**config.mk**
```make
export PLATFORM = sky130hd
export DESIGN_NAME = bitmap_page_allocator
export DESIGN_NICKNAME = d
export VERILOG_FILES = /design/src/hdl/bpa_pkg.sv /design/src/hdl/bpa_ram.sv /design/src/hdl/bitmap_page_allocator.sv
export SDC_FILE = /design/constraint.sdc
export NUM_CORES = 2
export LEC_CHECK = 0
export BUFFER_PORTS_ARGS = -buffer_cell sky130_fd_sc_hd__buf_2
export CAP_MARGIN = 5
export CORE_MARGIN = 5
export CORE_UTILIZATION = 50
export DETAILED_ROUTE_END_ITERATION = 10
export PLACE_DENSITY = 0.67
export REMOVE_ABC_BUFFERS = 1
export SKIP_LAST_GASP = 1
export SLEW_MARGIN = 20
export SYNTH_ARGS = -nofsm -noshare
export SYNTH_HDL_FRONTEND = slang
export SYNTH_HIERARCHICAL = 1
export SYNTH_SLANG_ARGS = --single-unit
```
**constraint.sdc**
```tcl
create_clock -name clk -period 20.7 [get_ports clk]
set_input_delay 2.07 -clock clk [delete_from_list [all_inputs] [get_ports clk]]
set_output_delay 2.07 -clock clk [all_outputs]
set_load 0.005 [all_outputs]
```
**src/hdl/bpa_pkg.sv**
```systemverilog
// Shared constants, codes and types for the bitmap page allocator.
// No dependencies; imported by the allocator top level.
package bpa_pkg;

  localparam int MAX_PAGES  = 1024;
  localparam int WORD_BITS  = 64;
  localparam int WORD_COUNT = (MAX_PAGES + WORD_BITS - 1) / WORD_BITS;
  localparam int BIT_W      = $clog2(WORD_BITS);
  localparam int ADDR_W     = $clog2(WORD_COUNT);
  localparam int PAGE_W     = 10;
  localparam int CNT_W      = 11;
  localparam int STATUS_W   = 2;

  typedef logic [PAGE_W-1:0]    page_t;
  typedef logic [CNT_W-1:0]     cnt_t;
  typedef logic [STATUS_W-1:0]  status_t;
  typedef logic [WORD_BITS-1:0] word_t;

  localparam logic KIND_ACQ = 1'b0;
  localparam logic KIND_REL = 1'b1;

  localparam status_t ST_OK    = 2'd0;
  localparam status_t ST_FULL  = 2'd1;
  localparam status_t ST_RANGE = 2'd2;
  localparam status_t ST_FREE  = 2'd3;

  localparam cnt_t LIMIT_RESET = cnt_t'(MAX_PAGES);

endpackage

```
**src/hdl/bpa_ram.sv**
```systemverilog
// Generic single-write, single-read synchronous RAM with registered read.
// No dependencies; holds the occupancy map words.
module bpa_ram #(
  parameter int WIDTH = 64,
  parameter int DEPTH = 16
) (
  input  logic                     clk,
  input  logic                     wr_en,
  input  logic [$clog2(DEPTH)-1:0] wr_addr,
  input  logic [WIDTH-1:0]         wr_data,
  input  logic                     rd_en,
  input  logic [$clog2(DEPTH)-1:0] rd_addr,
  output logic [WIDTH-1:0]         rd_data
);

  logic [WIDTH-1:0] mem [DEPTH];

  always_ff @(posedge clk) begin
    if (wr_en) begin
      mem[wr_addr] <= wr_data;
    end
    if (rd_en) begin
      rd_data <= mem[rd_addr];
    end
  end

endmodule

```
**src/hdl/bitmap_page_allocator.sv**
```systemverilog
// Bitmap page allocator, first fit: occupancy map in a word RAM plus a page count.
// Depends on bpa_pkg and bpa_ram.
//
//  channel | dir | handshake          | beat
//  in      | in  | in_valid/in_stall  | kind, rel_page
//  out     | out | out_valid/out_stall| status, granted_page, pages_in_use
//  cfg     | in  | cfg_we             | cfg_data (page limit)
//
// Release and full acquire: one map word is read on accept and checked in the work
// state. Acquire: map words are scanned from word 0 up, one map word read per cycle,
// to the word holding the granted page (0..15). The next accept follows completion.
// Reset: per-word valid flops clear the whole map at once; limit resets to 1024.
// A stalled result beat is held; the next request is accepted meanwhile and its
// completion waits for the result register to free up.
module bitmap_page_allocator (
  input  logic             clk,
  input  logic             rst,
  input  logic             cfg_we,
  input  bpa_pkg::cnt_t    cfg_data,
  input  logic             in_valid,
  output logic             in_stall,
  input  logic             kind,
  input  bpa_pkg::page_t   rel_page,
  output logic             out_valid,
  input  logic             out_stall,
  output bpa_pkg::status_t status,
  output bpa_pkg::page_t   granted_page,
  output bpa_pkg::cnt_t    pages_in_use
);

  import bpa_pkg::*;

  localparam logic S_IDLE = 1'b0;
  localparam logic S_WORK = 1'b1;

  logic                state;
  cnt_t                page_limit;
  cnt_t                cnt;
  cnt_t                cnt_next;
  cnt_t                lim_eff;
  logic                req_kind;
  page_t               req_idx;
  logic                req_full;
  logic [ADDR_W:0]     chk_addr;
  logic [ADDR_W:0]     chk_addr_p1;
  logic [WORD_COUNT-1:0] word_vld;
  logic                vld_q;

  logic                accept;
  logic                out_free;
  logic                finish;
  logic                done;
  logic                rd_en;
  logic [ADDR_W-1:0]   rd_addr;
  word_t               rd_data;
  logic                wr_need;
  logic                wr_en;
  word_t               wr_data;

  word_t               word;
  word_t               mask;
  word_t               free_bits;
  cnt_t                base;
  cnt_t                rem;
  logic [BIT_W-1:0]    bit_sel;
  logic [BIT_W-1:0]    rel_bit;
  status_t             res_status;
  page_t               res_page;

  assign accept      = in_valid && !in_stall;
  assign in_stall    = (state != S_IDLE);
  assign out_free    = !out_valid || !out_stall;
  assign done        = (state == S_WORK) && finish && out_free;
  assign wr_en       = done && wr_need;
  assign chk_addr_p1 = chk_addr + 1'b1;
  assign lim_eff     = (page_limit > LIMIT_RESET) ? LIMIT_RESET : page_limit;

  assign rd_en   = accept || ((state == S_WORK) && !finish);
  assign rd_addr = !accept ? chk_addr_p1[ADDR_W-1:0] :
                   (kind == KIND_REL) ? ADDR_W'(rel_page >> BIT_W) : '0;

  bpa_ram #(
    .WIDTH (WORD_BITS),
    .DEPTH (WORD_COUNT)
  ) u_map (
    .clk     (clk),
    .wr_en   (wr_en),
    .wr_addr (chk_addr[ADDR_W-1:0]),
    .wr_data (wr_data),
    .rd_en   (rd_en),
    .rd_addr (rd_addr),
    .rd_data (rd_data)
  );

  always_comb begin
    word      = vld_q ? rd_data : '0;
    base      = CNT_W'({chk_addr, {BIT_W{1'b0}}});
    rem       = lim_eff - base;
    if (rem >= cnt_t'(WORD_BITS)) begin
      mask = '1;
    end else begin
      mask = (word_t'(1) << rem[BIT_W-1:0]) - word_t'(1);
    end
    free_bits = ~word & mask;
    bit_sel   = '0;
    for (int b = WORD_BITS - 1; b >= 0; b--) begin
      if (free_bits[b]) begin
        bit_sel = BIT_W'(b);
      end
    end
    rel_bit    = req_idx[BIT_W-1:0];
    finish     = 1'b0;
    wr_need    = 1'b0;
    wr_data    = word;
    res_status = ST_OK;
    res_page   = '0;
    cnt_next   = cnt;
    if (req_kind == KIND_REL) begin
      finish = 1'b1;
      if ({1'b0, req_idx} >= LIMIT_RESET) begin
        res_status = ST_RANGE;
      end else if (!word[rel_bit]) begin
        res_status = ST_FREE;
      end else begin
        wr_need  = 1'b1;
        wr_data  = word & ~(word_t'(1) << rel_bit);
        cnt_next = cnt - 1'b1;
      end
    end else if (req_full || (base >= lim_eff)) begin
      finish     = 1'b1;
      res_status = ST_FULL;
    end else if (|free_bits) begin
      finish   = 1'b1;
      wr_need  = 1'b1;
      wr_data  = word | (word_t'(1) << bit_sel);
      res_page = PAGE_W'({chk_addr[ADDR_W-1:0], bit_sel});
      cnt_next = cnt + 1'b1;
    end
  end

  always_ff @(posedge clk) begin
    if (rst) begin
      state      <= S_IDLE;
      page_limit <= LIMIT_RESET;
      cnt        <= '0;
      word_vld   <= '0;
      vld_q      <= 1'b0;
      out_valid  <= 1'b0;
    end else begin
      if (cfg_we) begin
        page_limit <= cfg_data;
      end
      if (rd_en) begin
        vld_q <= word_vld[rd_addr];
      end
      if (wr_en) begin
        word_vld[chk_addr[ADDR_W-1:0]] <= 1'b1;
      end
      if (done) begin
        out_valid <= 1'b1;
      end else if (out_valid && !out_stall) begin
        out_valid <= 1'b0;
      end
      case (state)
        S_IDLE: begin
          if (accept) begin
            state <= S_WORK;
          end
        end
        S_WORK: begin
          if (done) begin
            state <= S_IDLE;
            cnt   <= cnt_next;
          end
        end
        default: begin
          state <= S_IDLE;
        end
      endcase
    end
  end

  always_ff @(posedge clk) begin
    if (accept) begin
      req_kind <= kind;
      req_idx  <= rel_page;
      req_full <= (cnt >= lim_eff);
      chk_addr <= {1'b0, rd_addr};
    end else if ((state == S_WORK) && !finish) begin
      chk_addr <= chk_addr_p1;
    end
    if (done) begin
      status       <= res_status;
      granted_page <= res_page;
      pages_in_use <= cnt_next;
    end
  end

  a_count_bound: assert property (@(posedge clk) disable iff (rst)
    out_valid |-> (pages_in_use <= LIMIT_RESET))
    else $error("page count above map size");

  a_grant_zero: assert property (@(posedge clk) disable iff (rst)
    (out_valid && (status != ST_OK)) |-> (granted_page == '0))
    else $error("granted page set on a failed request");

  a_no_rw_overlap: assert property (@(posedge clk) disable iff (rst)
    !(wr_en && rd_en))
    else $error("map read and write in the same cycle");

  a_count_step: assert property (@(posedge clk) disable iff (rst)
    !$stable(cnt) |-> ($past(state) == S_WORK) && ($past(done)))
    else $error("page count changed outside request completion");

  a_out_load: assert property (@(posedge clk) disable iff (rst)
    done |=> out_valid)
    else $error("completed request did not produce a result beat");

endmodule
```
==> flow_metrics.tcl <==
set metrics [dict create \
    outcome "completed" \
    grt_max_degree 78 \
    synth_cell_types 113 \
    pwr-share-clk_pct 38.0 \
    die_w_microns 327 \
    fin_crit_ps 8560 \
    skew_ps 24.3 \
    critPathCapture "u_map/mem[12][47]" \
    clk_pin_slew_ps 60 \
    seq_power_share_pct 50.1 \
    p_comb_share_pct 11.9 \
    worstSetupStartpoint "page_limit[10]" \
    yosys.area.top_type_share_pct 67.2 \
    cp_num_buf_inv 7 \
    cts_inserted_buffers 114 \
    net-switching-power_mw 1.31 \
    internal_power_mw 4.08 \
    setup_violations 0 \
    first_global_vias 29600 \
    htree_levels 3 \
    grt_pass1_wl_microns 208000 \
    design_area_sq_mm 0.0559 \
    final_cell_mix "edfxtp_1, mux4_2, nand2_1, nor2_1, a22oi_1" \
    wire_per_inst_microns 32.0 \
    syn_area_per_cell_sq_um 16.8 \
    yosysWarnings 6 \
    routed_wl_microns 143000 \
    r2r-start "page_limit[10]" \
    fillers 7584 \
    power.density_mw_per_mm2 96.4 \
    mappedNetlistArea_sq_mm 0.0502 \
    place_hpwl_microns 92400 \
    instances_no_fill 4460 \
    worstMarginPinSlew_ps 1230 \
    syn_to_final_growth_pct 11.4 \
    core-area_sq_mm 0.0999 \
    drive_above_1_share_pct 21.5 \
    ff2ff_path_depth 22 \
    drt_iter0_drc 3891 \
    drc_errors 0 \
    crit_fanout 50 \
    cp_common_cell "buf_4" \
    vias 30000 \
    place_congestion 1.02 \
    clk_latency_ps 700 \
    die_h_microns 327 \
    layout_commonest_cell "edfxtp_1" \
    cpPeakStageDelay_ps 900 \
    required_ps 21010 \
    grt_overflow_total 0 \
    reg2reg_slack_ps 12140 \
    relSlewSlack_pct 17.4 \
    cts_tree "yes" \
    io_pins 52 \
    clockBufferDepth 3 \
    ys_seq_area_share_pct 68.9 \
    reg2reg_to "u_map/mem[12][47]" \
    placed_cells 4247 \
    cts_sinks 1165 \
    crit_chain "buf_4 -> inv_1 -> nand2_1 -> ha_1 -> inv_1 -> fa_1 -> xnor2_1 -> nand3_1 -> mux2_2 -> nor2_1 -> buf_4 -> a21oi_1 -> or4_1 -> nor4_2 -> nand3_1 -> o21ai_1 -> a21o_1 -> inv_2 -> nand3_1 -> nor3_2 -> buf_4 -> buf_4" \
    cap_violations 0 \
    synthTopCellsByArea "edfxtp_1, mux4_2, a22oi_1, dfxtp_1, nand2_1" \
    async_flop_share_pct 0 \
    irDropWorstVdd_mv 0.0635 \
    start_kind "flip-flop" \
    track_usage_pct 26.5 \
    post_dp_cell_area_sq_mm 0.0521 \
    multiInputGateArea_sq_mm 0.0149 \
    viasPerCell 6.72 \
    leakagePower_nw 17.9 \
    antenna_left 0 \
    path_class "reg -> reg" \
    p_total_mw 5.39 \
    critPathSlowestCell "o21ai_1" \
    nets 3116 \
    pre_cts_ws_ps 12420 \
    ctsHoldBuffers 0 \
    initial_core_util_pct 50.2 \
    row_count 116 \
    end_kind "flip-flop" \
    setup_slack_ps 12140 \
    worstPathArrival_ps 8870 \
    rsz0062_at_grt "no" \
    hold_path.class "reg -> reg" \
    crit_cells 22 \
    synth_edf_count 1123 \
    n_antenna_cell 0 \
    fin_crit_sh_pct 41.4 \
    dr.pass1.iters 8 \
    drv_slew 0 \
    netSwitchingFraction_pct 24.4 \
    fmax_mhz 117 \
    final-seq-area_sq_mm 0.0346 \
    synth_top_area_cell "edfxtp_1" \
    root_buffer "clkbuf_16" \
    ctsResizeCount 0 \
    crit_family "simple AND/OR/NAND/NOR gates" \
    post_cts_buffers 0 \
    synthFlopType "edfxtp_1" \
    io_buffers 51 \
    die-area_sq_mm 0.107 \
    synthCells 2991 \
    antenna_found_initial 1 \
    ys_ff_latch 1165 \
    hold_violations 0 \
]
## kinds of logic (layout without fill, tap and decap cells)
kind of cell / after synthesis / count (layout) / synth area share (%)
fa+ha+maj: 24 / 24 / 0.614
flops: 1165 / 1165 / 68.9
xor+xnor: 36 / 36 / 0.629
buf+inv: 221 / 392 / 2.10
simple gates: 670 / 670 / 6.71
compound gates: 574 / 574 / 8.27
mux: 301 / 301 / 12.8
## Yosys cell counts, drive strengths merged (9+ instances only)
cell type / instances
nand2: 216
mux2: 13
ha: 23
clkbuf: 86
nand3: 73
xor2: 22
xnor2: 14
o221ai: 11
nor2: 157
o21ai: 89
mux4: 270
nor3: 31
a211oi: 18
o211ai: 30
a221oi: 9
o31ai: 27
nor2b: 23
a21oi: 66
a22oi: 137
and2: 20
and4: 9
o32ai: 22
a31oi: 19
edfxtp: 1123
nor4: 17
nand3b: 12
a21o: 14
o21a: 9
o21bai: 19
o22ai: 25
mux2i: 18
dfxtp: 42
and3: 20
nand4: 13
buf: 96
nand2b: 19
inv: 37
## worst register-to-register path, delay by kind of cell, from the launching register on
family / cells / cell delay [ps]
flip-flops: 1 / 310
multiplexers: 1 / 480
buffers and inverters: 7 / 2210
AND/OR/NAND/NOR: 8 / 2800
AO/OA/AOI/OAI: 3 / 1460
adder cells (fa/ha/maj): 2 / 610
XOR/XNOR: 1 / 200
## flip-flops by register name (all words and copies together), names as in the netlist, 2 cells and up
name	count
page_limit	11
word_vld	16
u_map/rd_data	64
req_idx	6
u_map/mem	1024
pages_in_use	11
cnt	11
chk_addr	5
granted_page	10
status	2
## metrics by stage
stage,util [%],hold slack [ps],setup TNS (ps)
2_1_floorplan,-,432,-409430
3_3_place_gp,52.1,452,0
3_5_place_dp,52.1,451,0
4_1_cts,55.9,461,0
5_1_grt,56.0,486,0
6_report,56.0,465,0
## how the worst min path moves through the flow
stage | startpoint | end | slack [ps] | cells after the start
after floorplan | word_vld[2] | word_vld[2] | 430 | 2
after global placement | word_vld[4] | word_vld[4] | 450 | 2
after detailed placement | word_vld[4] | word_vld[4] | 450 | 2
after CTS | word_vld[4] | word_vld[4] | 460 | 2
after global routing | word_vld[4] | word_vld[4] | 490 | 2
final | word_vld[3] | word_vld[3] | 470 | 2
## metal layers
layer  vias up  global-route usage (%)  wire length [microns]
met4         2                    8.49                   4930
met2      1632                    41.4                  66900
met3       314                    4.76                  12200
met5         -                       0                     15
li1      12400                       -                      -
met1     15600                    38.3                  58800
## power by group through the flow
| stage | clock network, mW | registers (mW) | logic [mW] |
|---|---|---|---|
| 6_report | 2.05 | 2.70 | 0.644 |
| 5_1_grt | 2.19 | 2.70 | 0.682 |
| 4_1_cts | 2.08 | 2.70 | 0.636 |
| 3_5_place_dp | 0 | 2.75 | 0.633 |
| 3_3_place_gp | 0 | 2.75 | 0.626 |
| 2_1_floorplan | 0 | 2.73 | 0.553 |
## area by class of cell
| type | count | share of cell area [%] |
|---|---|---|
| Timing Repair Buffer | 140 | 1.65 |
| Inverter | 39 | 0.275 |
| Multi-Input combinational cell | 1605 | 26.7 |
| Tap cell | 1298 | 2.91 |
| Clock inverter | 67 | 1.25 |
| Sequential cell | 1165 | 61.8 |
| Clock buffer | 146 | 5.39 |
Note: power is estimated with default switching activity, not from simulation.
